**config.mk**
```make
export PLATFORM = sky130hd
export DESIGN_NAME = bounded_list_head_insert_remove
export DESIGN_NICKNAME = d
export VERILOG_FILES = /design/src/blhir_pkg.sv /design/src/blhir_ctrl.sv /design/src/blhir_dp.sv /design/src/bounded_list_head_insert_remove.sv
export SDC_FILE = /design/constraint.sdc
export NUM_CORES = 2
export LEC_CHECK = 0
export BUFFER_PORTS_ARGS = -buffer_cell sky130_fd_sc_hd__buf_2
export CAP_MARGIN = 20
export CELL_PAD_IN_SITES_DETAIL_PLACEMENT = 1
export CELL_PAD_IN_SITES_GLOBAL_PLACEMENT = 1
export CORE_ASPECT_RATIO = 1.4
export CORE_MARGIN = 2
export CORE_UTILIZATION = 50
export DETAILED_ROUTE_END_ITERATION = 8
export PLACE_DENSITY_LB_ADDON = 0.08
export SLEW_MARGIN = 20
export SYNTH_ARGS = -nofsm -noshare
export SYNTH_HDL_FRONTEND = slang
export SYNTH_HIERARCHICAL = 1
export SYNTH_SLANG_ARGS = --single-unit
```
**constraint.sdc**
```tcl
create_clock -name aclk -period 6.3 [get_ports aclk]
set_input_delay 1.575 -clock aclk [delete_from_list [all_inputs] [get_ports aclk]]
set_output_delay 1.575 -clock aclk [all_outputs]
set_load 0.1 [all_outputs]
```
**src/blhir_pkg.sv**
```systemverilog
// Shared types and constants for the bounded head-insert list block.
// Used by blhir_ctrl, blhir_dp and the top level bounded_list_head_insert_remove.
package blhir_pkg;

    // List capacity and the widths that follow from it.
    localparam int CAPACITY = 16;
    localparam int DATA_W   = 32;
    localparam int IDX_W    = $clog2(CAPACITY);
    localparam int CNT_W    = $clog2(CAPACITY + 1);

    // Input command codes.
    typedef enum logic [1:0] {
        CMD_INSERT    = 2'd0,
        CMD_REMOVE    = 2'd1,
        CMD_SHOW_FWD  = 2'd2,
        CMD_SHOW_REV  = 2'd3
    } cmd_t;

    // Result status codes.
    typedef enum logic [2:0] {
        STS_INSERTED  = 3'd0,
        STS_REMOVED   = 3'd1,
        STS_NOT_FOUND = 3'd2,
        STS_EMPTY     = 3'd3,
        STS_FULL      = 3'd4,
        STS_LISTED    = 3'd5
    } status_t;

    // Commands from the controller to the datapath.
    typedef struct packed {
        logic capture;    // Latch the accepted input beat.
        logic exec;       // Carry out the latched command.
        logic show_step;  // Emit the next listed element.
    } dp_ctrl_t;

    // Status from the datapath to the controller.
    typedef struct packed {
        logic is_show;    // Latched command is a show.
        logic empty;      // List holds no entries.
        logic out_free;   // Output register can take a beat this cycle.
        logic show_last;  // Current show element is the final one.
    } dp_stat_t;

endpackage

```
**src/blhir_ctrl.sv**
```systemverilog
// Controller state machine for the bounded head-insert list block.
// Depends on blhir_pkg for the command and status structs.
module blhir_ctrl (
    input  logic                aclk,
    input  logic                aresetn,
    input  logic                s_valid,
    output logic                s_ready,
    input  blhir_pkg::dp_stat_t stat,
    output blhir_pkg::dp_ctrl_t ctrl
);

    typedef enum logic [2:0] {
        ST_IDLE = 3'b001,
        ST_EXEC = 3'b010,
        ST_SHOW = 3'b100
    } state_t;

    state_t state_reg;
    state_t state_next;

    // Input is taken only while no command is in flight.
    assign s_ready = (state_reg == ST_IDLE);

    // Next state and datapath commands.
    always_comb begin
        state_next     = state_reg;
        ctrl.capture   = 1'b0;
        ctrl.exec      = 1'b0;
        ctrl.show_step = 1'b0;
        case (state_reg)
            ST_IDLE: begin
                if (s_valid) begin
                    ctrl.capture = 1'b1;
                    state_next   = ST_EXEC;
                end
            end
            ST_EXEC: begin
                if (stat.out_free) begin
                    ctrl.exec = 1'b1;
                    if (stat.is_show && !stat.empty) begin
                        state_next = ST_SHOW;
                    end else begin
                        state_next = ST_IDLE;
                    end
                end
            end
            ST_SHOW: begin
                if (stat.out_free) begin
                    ctrl.show_step = 1'b1;
                    if (stat.show_last) begin
                        state_next = ST_IDLE;
                    end
                end
            end
            default: begin
                state_next = ST_IDLE;
            end
        endcase
    end

    // State register.
    always_ff @(posedge aclk) begin
        if (!aresetn) begin
            state_reg <= ST_IDLE;
        end else begin
            state_reg <= state_next;
        end
    end

endmodule

```
**src/blhir_dp.sv**
```systemverilog
// Datapath for the bounded head-insert list block: entry cells, entry count,
// show counter and the output register. Depends on blhir_pkg.
module blhir_dp (
    input  logic                                  aclk,
    input  logic                                  aresetn,
    input  blhir_pkg::dp_ctrl_t                   ctrl,
    output blhir_pkg::dp_stat_t                   stat,
    input  logic [1:0]                            s_command,
    input  logic signed [blhir_pkg::DATA_W-1:0]   s_value,
    output logic                                  m_valid,
    input  logic                                  m_ready,
    output logic [2:0]                            m_status,
    output logic signed [blhir_pkg::DATA_W-1:0]   m_item_value,
    output logic [3:0]                            m_position,
    output logic [4:0]                            m_entry_total,
    output logic                                  m_last
);

    // Latched input beat.
    blhir_pkg::cmd_t                   cmd_reg;
    logic [blhir_pkg::DATA_W-1:0]      val_reg;

    // Entry cells: cell 0 is the head.
    logic [blhir_pkg::DATA_W-1:0]      cell_reg  [blhir_pkg::CAPACITY];
    logic [blhir_pkg::DATA_W-1:0]      cell_next [blhir_pkg::CAPACITY];
    logic [blhir_pkg::CNT_W-1:0]       count_reg;
    logic [blhir_pkg::CNT_W-1:0]       count_next;

    // Show walk counter.
    logic [blhir_pkg::CNT_W-1:0]       show_k_reg;
    logic [blhir_pkg::CNT_W-1:0]       show_idx;

    // Remove search.
    logic [blhir_pkg::CAPACITY-1:0]    hit;
    logic [blhir_pkg::CAPACITY-1:0]    shift_en;
    logic                              any_hit;

    // Output register.
    logic                              m_valid_reg;
    blhir_pkg::status_t                status_reg;
    logic [blhir_pkg::DATA_W-1:0]      item_reg;
    logic [blhir_pkg::IDX_W-1:0]       pos_reg;
    logic [blhir_pkg::CNT_W-1:0]       total_reg;
    logic                              last_reg;

    logic                              empty;
    logic                              full;
    logic                              is_show;
    logic                              exec_load;
    blhir_pkg::status_t                exec_status;
    logic [blhir_pkg::CNT_W-1:0]       exec_total;

    assign empty   = (count_reg == '0);
    assign full    = (count_reg == blhir_pkg::CNT_W'(blhir_pkg::CAPACITY));
    assign is_show = (cmd_reg == blhir_pkg::CMD_SHOW_FWD) ||
                     (cmd_reg == blhir_pkg::CMD_SHOW_REV);

    // Status back to the controller.
    assign stat.is_show   = is_show;
    assign stat.empty     = empty;
    assign stat.out_free  = !m_valid_reg || m_ready;
    assign stat.show_last = ((show_k_reg + blhir_pkg::CNT_W'(1)) == count_reg);

    // Capture the input beat.
    always_ff @(posedge aclk) begin
        if (ctrl.capture) begin
            cmd_reg <= blhir_pkg::cmd_t'(s_command);
            val_reg <= s_value;
        end
    end

    // Compare every live cell against the search value and mark the cells
    // from the first match toward the tail, which close the gap.
    always_comb begin : remove_search
        logic seen;
        seen = 1'b0;
        for (int i = 0; i < blhir_pkg::CAPACITY; i++) begin
            hit[i]      = (cell_reg[i] == val_reg) &&
                          (blhir_pkg::CNT_W'(i) < count_reg);
            seen        = seen | hit[i];
            shift_en[i] = seen;
        end
        any_hit = seen;
    end

    // Next cell contents: shift toward the tail on insert, toward the head
    // above the match on remove.
    always_comb begin
        for (int i = 0; i < blhir_pkg::CAPACITY; i++) begin
            cell_next[i] = cell_reg[i];
        end
        if (ctrl.exec && cmd_reg == blhir_pkg::CMD_INSERT && !full) begin
            cell_next[0] = val_reg;
            for (int i = 1; i < blhir_pkg::CAPACITY; i++) begin
                cell_next[i] = cell_reg[i-1];
            end
        end else if (ctrl.exec && cmd_reg == blhir_pkg::CMD_REMOVE && any_hit) begin
            for (int i = 0; i < blhir_pkg::CAPACITY - 1; i++) begin
                if (shift_en[i]) begin
                    cell_next[i] = cell_reg[i+1];
                end
            end
        end
    end

    // Status beat, new entry count and total for an executed command.
    always_comb begin
        exec_load   = 1'b1;
        exec_status = blhir_pkg::STS_EMPTY;
        exec_total  = '0;
        count_next  = count_reg;
        case (cmd_reg)
            blhir_pkg::CMD_INSERT: begin
                if (full) begin
                    exec_status = blhir_pkg::STS_FULL;
                    exec_total  = count_reg;
                end else begin
                    exec_status = blhir_pkg::STS_INSERTED;
                    exec_total  = count_reg + blhir_pkg::CNT_W'(1);
                    count_next  = count_reg + blhir_pkg::CNT_W'(1);
                end
            end
            blhir_pkg::CMD_REMOVE: begin
                if (empty) begin
                    exec_status = blhir_pkg::STS_EMPTY;
                end else if (any_hit) begin
                    exec_status = blhir_pkg::STS_REMOVED;
                    exec_total  = count_reg - blhir_pkg::CNT_W'(1);
                    count_next  = count_reg - blhir_pkg::CNT_W'(1);
                end else begin
                    exec_status = blhir_pkg::STS_NOT_FOUND;
                    exec_total  = count_reg;
                end
            end
            default: begin
                // A show on a non-empty list gives its beats in the walk.
                exec_load = empty;
            end
        endcase
        if (!ctrl.exec) begin
            count_next = count_reg;
        end
    end

    // Cells and entry count.
    always_ff @(posedge aclk) begin
        for (int i = 0; i < blhir_pkg::CAPACITY; i++) begin
            cell_reg[i] <= cell_next[i];
        end
    end

    always_ff @(posedge aclk) begin
        if (!aresetn) begin
            count_reg <= '0;
        end else begin
            count_reg <= count_next;
        end
    end

    // Show walk: forward goes head to tail, reverse tail to head.
    assign show_idx = (cmd_reg == blhir_pkg::CMD_SHOW_FWD) ? show_k_reg :
                      (count_reg - blhir_pkg::CNT_W'(1) - show_k_reg);

    always_ff @(posedge aclk) begin
        if (ctrl.exec) begin
            show_k_reg <= '0;
        end else if (ctrl.show_step) begin
            show_k_reg <= show_k_reg + blhir_pkg::CNT_W'(1);
        end
    end

    // Output register valid flag.
    always_ff @(posedge aclk) begin
        if (!aresetn) begin
            m_valid_reg <= 1'b0;
        end else if ((ctrl.exec && exec_load) || ctrl.show_step) begin
            m_valid_reg <= 1'b1;
        end else if (m_ready) begin
            m_valid_reg <= 1'b0;
        end
    end

    // Output register payload.
    always_ff @(posedge aclk) begin
        if (ctrl.exec && exec_load) begin
            status_reg <= exec_status;
            item_reg   <= '0;
            pos_reg    <= '0;
            total_reg  <= exec_total;
            last_reg   <= 1'b1;
        end else if (ctrl.show_step) begin
            status_reg <= blhir_pkg::STS_LISTED;
            item_reg   <= cell_reg[show_idx[blhir_pkg::IDX_W-1:0]];
            pos_reg    <= show_idx[blhir_pkg::IDX_W-1:0];
            total_reg  <= count_reg;
            last_reg   <= stat.show_last;
        end
    end

    assign m_valid       = m_valid_reg;
    assign m_status      = status_reg;
    assign m_item_value  = item_reg;
    assign m_position    = pos_reg;
    assign m_entry_total = total_reg;
    assign m_last        = last_reg;

endmodule

```
**src/bounded_list_head_insert_remove.sv**
```systemverilog
// Top level of the bounded head-insert list: joins the controller and datapath.
// Depends on blhir_pkg, blhir_ctrl and blhir_dp.
//
//  Channel  Ports                                              Handshake
//  input    s_command, s_value                                 s_valid / s_ready
//  result   m_status, m_item_value, m_position,                m_valid / m_ready
//           m_entry_total, m_last
//
// Insert and remove take the beat when idle, then execute once the output register
// is free: all sixteen cells compare against the value and shift in parallel.
// A show is taken, then walks the entries; the output register gives one listed
// element a cycle while m_ready allows. An empty show gives a single status beat.
// Reset clears the entry count and the control state; cells need no clear.
// A stalled result channel holds the controller until the output register frees.
module bounded_list_head_insert_remove (
    input  logic                                  aclk,
    input  logic                                  aresetn,
    input  logic                                  s_valid,
    output logic                                  s_ready,
    input  logic [1:0]                            s_command,
    input  logic signed [blhir_pkg::DATA_W-1:0]   s_value,
    output logic                                  m_valid,
    input  logic                                  m_ready,
    output logic [2:0]                            m_status,
    output logic signed [blhir_pkg::DATA_W-1:0]   m_item_value,
    output logic [3:0]                            m_position,
    output logic [4:0]                            m_entry_total,
    output logic                                  m_last
);

    blhir_pkg::dp_ctrl_t ctrl;
    blhir_pkg::dp_stat_t stat;

    // Sequencing of each command.
    blhir_ctrl u_ctrl (
        .aclk    (aclk),
        .aresetn (aresetn),
        .s_valid (s_valid),
        .s_ready (s_ready),
        .stat    (stat),
        .ctrl    (ctrl)
    );

    // Cells, count and result register.
    blhir_dp u_dp (
        .aclk          (aclk),
        .aresetn       (aresetn),
        .ctrl          (ctrl),
        .stat          (stat),
        .s_command     (s_command),
        .s_value       (s_value),
        .m_valid       (m_valid),
        .m_ready       (m_ready),
        .m_status      (m_status),
        .m_item_value  (m_item_value),
        .m_position    (m_position),
        .m_entry_total (m_entry_total),
        .m_last        (m_last)
    );

endmodule

```
==> key figures <==
Logic synthesis
  • Post-synth top area cell: sky130_fd_sc_hd__edfxtp_1
  • Average size of a mapped cell: 9.60 µm²
  • Number of synthesized flops with an enable pin: 554
  • Portion of synthesized cell area occupied by the leading cell type: 45.3%
  • Commonest register cell after synthesis: sky130_fd_sc_hd__edfxtp_1
  • Flops & latches, synth: slightly above 600
  • Top-count cell post-synth: sky130_fd_sc_hd__nand2_1
  • Top cells by instance count after synthesis: 1,628 x sky130_fd_sc_hd__nand2_1, 554 x sky130_fd_sc_hd__edfxtp_1, 324 x sky130_fd_sc_hd__xor2_1
  • Distinct cell type count after synthesis: between 60 and 70
  • Post-Syn Nets: 3,876
  • Yosys warning count: 6
  • Cell count after synthesis: 3,829
  • Sequential area share after synthesis: 48.1%
  • Post-synthesis instance area: ~37,000 µm²
  • Largest cells by area after synthesis: sky130_fd_sc_hd__edfxtp_1 45%, sky130_fd_sc_hd__nand2_1 17%, sky130_fd_sc_hd__mux4_2 7.8%, sky130_fd_sc_hd__xor2_1 7.7%, sky130_fd_sc_hd__xnor2_1 4.8%
  • Async set-reset flop share out of synthesis: 0%

Detailed routing
  • Detailed route wirelength on metal2: approximately 84,000 µm
  • Uppermost signal routing layer after detailed routing: met5
  • Starting DRC count in detailed routing: between 4,000 and 5,000
  • Number of vias after detailed routing: between 30,000 and 40,000
  • Antenna violation net count after detailed routing: 0
  • Number of remaining DRC errors: 0
  • Sum of routed wire length over all layers: roughly 180,000 µm
  • Routed vias/inst: 6.69
  • Met3 routed wirelength: 16,500 µm
  • Sum of routed wire segments on met1: roughly 57,000 µm
  • Number of iterations in the first detailed-routing pass: 6
  • Average detailed-routed wire length per instance: between 30 and 40 µm

Timing
  • Worst-Margin Slew: around 1300 ps
  • Endpoints failing hold: 0
  • Maximum clock skew at final layout: 33.3 ps
  • RSZ-0062 raised after global routing: false
  • Min Hold Slack: around 470 ps
  • Max-slew headroom: 13.7%
  • Minimum clock period: roughly 5200 ps
  • Final number of max-transition violations: 0
  • Fmax: 194 MHz
  • Share of the cycle needed by the critical path after routing: 81.8%
  • Count of final setup violators: 0
  • Sum of negative setup slack: 0 ps

Clock tree
  • Count of hold-fix buffers inserted at cts: 0
  • TritonCTS clock tree: done
  • H-tree depth reported by CTS: 3
  • TritonCTS sink count: 605
  • Worst-skew pair later-pin latency: 670 ps
  • Post-CTS resize count: 0
  • CTS root buf: sky130_fd_sc_hd__clkbuf_16
  • Maximum clock path buffer count: 3
  • Number of buffers inserted to repair setup after CTS: 0
  • Number of buffers inserted during clock tree synthesis: 68
  • Clock-pin transition on the worst setup and hold timing paths: around 60 ps

Power
  • Tot Pwr: roughly 11 mW
  • Fraction of power consumed by the clock network: 41.4%
  • Reported net switching power: 3.12 mW
  • Pwr Density: 258 nW/µm²
  • Switching Fraction: approximately 30%
  • IR Drop Worst-Case VDD: 0.000221 V
  • Leakage: 15.9 nW
  • Sequential fraction of design power: a little over two fifths
  • Gate power share: 15.4%
  • Design internal power: 7.41 mW

Finish
  • Number of flip-flops in the largest register: slightly above 500
  • Area added between synthesis and finish: 11.0%
  • Share of layout cells above drive strength 1: roughly an eighth
  • Post-route cell area: 40,800 µm²
  • Nets: slightly below 4,000
  • Final Non-Filler Cells: 4,842

Floorplan
  • Standard-cell row count: about 120
  • Die area: 75,700 µm²
  • Die X-Extent: 233 µm
  • Core Area: 72,800 µm²
  • I/O pin count: 85
  • Starting utilization of the core area: 50.5%
  • Die Y-Extent: between 300 and 400 µm

Global routing
  • GRT Total Usage: between 40% and 50%
  • Wire length of the first global-routing pass: about 250,000 µm
  • Number of antenna violations at the first check in global routing: 7
  • Gr ovfl total: 0
  • Vias in the first global route: 33,300
  • Pin count of the biggest net entering global routing: 186

Setup path
  • Slowest CP cell: sky130_fd_sc_hd__edfxtp_1
  • Most frequent cell on the critical path: sky130_fd_sc_hd__buf_4
  • Slowest Stage Delay on Critical Path: 1100 ps
  • Worst path arrival time: 5450 ps
  • Critical Path, Cell by Cell: buf_4 > xor2_1 > nor4_1 > nand4_1 > or3_1 > o2111ai_1 > o41ai_4 > clkbuf_8 > o21ai_4 > buf_4
  • Max FO, Critical Path: 28
  • Kind of capture point of the worst setup path: register
  • Crit Path Class: register to register
  • Critical path required time: 6590 ps
  • Element type at the critical path start: register

Placed design
  • Placed wire-length estimate after detailed placement: 133,000 µm
  • Instance area at placement: 38,400 µm²
  • Count of port buffers added during placement: 84
  • Number of instances in the placed design: 4,717
  • Placer's final routability congestion estimate: around 1.1

Outcome
  • Outcome: complete, no violations

Job
  • Number of max-capacitance violations reported: 0

Worst hold path
  • HP Class: register to register
-- layout make-up --
class,instances,area [µm²]
diodes,4,10.0
well taps,952,1190
flip-flops and latches,605,17700
clock inverters,34,404
clock buffers,86,1920
repair buffers,186,1360
inverters,15,63.8
multi-input cells,2960,18200
fillers,8119,32000
-- power groups by stage --
stage	Combinational, mW	Clock (mW)	Sequential (mW)
final	1.62	4.36	4.55
after CTS	1.55	4.35	4.54
after global placement	1.52	0	4.62
after global routing	1.64	4.49	4.54
after detailed placement	1.53	0	4.62
after floorplan	0.826	0	4.68
-- worst max-delay path: cells and delay by family, from the launching register on --
family	cells	cell delay, ps
XOR/XNOR	1	100
flip-flops	1	1100
AND/OR/NAND/NOR	3	1760
AO/OA/AOI/OAI	3	650
buffers and inverters	3	1130
-- cell families after synthesis --
family,after synthesis,synth area share [%]
simple gates,2151,25.4
flops,605,48.1
xor+xnor,525,12.5
buf+inv,264,3.22
compound gates,139,2.42
mux,136,8.06
fa+ha+maj,9,0.327
-- routing by layer --
layer / vias to the layer above / global-route usage (%)
met3: 769 / 12.2
met4: 6 / 49.5
met2: 2207 / 74.7
met1: 16200 / 51.5
met5: - / 0
li1: 13200 / -
-- cells in the final DEF (no fill, tap or decap), types with 11 or more instances in the layout --
| cell | count |
|---|---|
| sky130_fd_sc_hd__buf_4 | 88 |
| sky130_fd_sc_hd__o21ai_0 | 13 |
| sky130_fd_sc_hd__nand3_1 | 64 |
| sky130_fd_sc_hd__mux4_2 | 128 |
| sky130_fd_sc_hd__nor4b_1 | 15 |
| sky130_fd_sc_hd__nor2b_1 | 16 |
| sky130_fd_sc_hd__nand4_1 | 91 |
| sky130_fd_sc_hd__nand2_1 | 1627 |
| sky130_fd_sc_hd__buf_12 | 13 |
| sky130_fd_sc_hd__o21ai_4 | 11 |
| sky130_fd_sc_hd__a21oi_1 | 46 |
| sky130_fd_sc_hd__nor4_1 | 128 |
| sky130_fd_sc_hd__xnor2_1 | 191 |
| sky130_fd_sc_hd__nand4b_1 | 13 |
| sky130_fd_sc_hd__nand2b_1 | 42 |
| sky130_fd_sc_hd__clkbuf_16 | 73 |
| sky130_fd_sc_hd__dfxtp_1 | 51 |
| sky130_fd_sc_hd__xor2_1 | 323 |
| sky130_fd_sc_hd__buf_2 | 84 |
| sky130_fd_sc_hd__nor2_1 | 52 |
| sky130_fd_sc_hd__nor3_1 | 34 |
| sky130_fd_sc_hd__or4_1 | 13 |
| sky130_fd_sc_hd__o211ai_1 | 33 |
| sky130_fd_sc_hd__edfxtp_1 | 554 |
| sky130_fd_sc_hd__inv_1 | 14 |
-- metrics by stage --
step / setup WS (ps) / utilization (%)
2_1_floorplan: 784 / -
3_3_place_gp: 1330 / 52.7
3_5_place_dp: 1130 / 52.7
4_1_cts: 1380 / 55.9
5_1_grt: 1200 / 56.1
6_report: 1140 / 56.1
-- worst paths after layout --
kind / cells past startpoint / slack (ps) / from / end
max: 10 / 1140 / u_dp/val_reg[12]$_DFFE_PP_ / u_dp/cell_reg[10][26]$_DFFE_PP_
min: 2 / 470 / u_dp/m_item_value[14]$_SDFFE_PP0P_ / u_dp/m_item_value[14]$_SDFFE_PP0P_
max reg2reg: 10 / 1140 / u_dp/val_reg[12]$_DFFE_PP_ / u_dp/cell_reg[10][26]$_DFFE_PP_
min reg2reg: 2 / 470 / u_dp/m_item_value[14]$_SDFFE_PP0P_ / u_dp/m_item_value[14]$_SDFFE_PP0P_
Note: power is estimated with default switching activity, not from simulation.
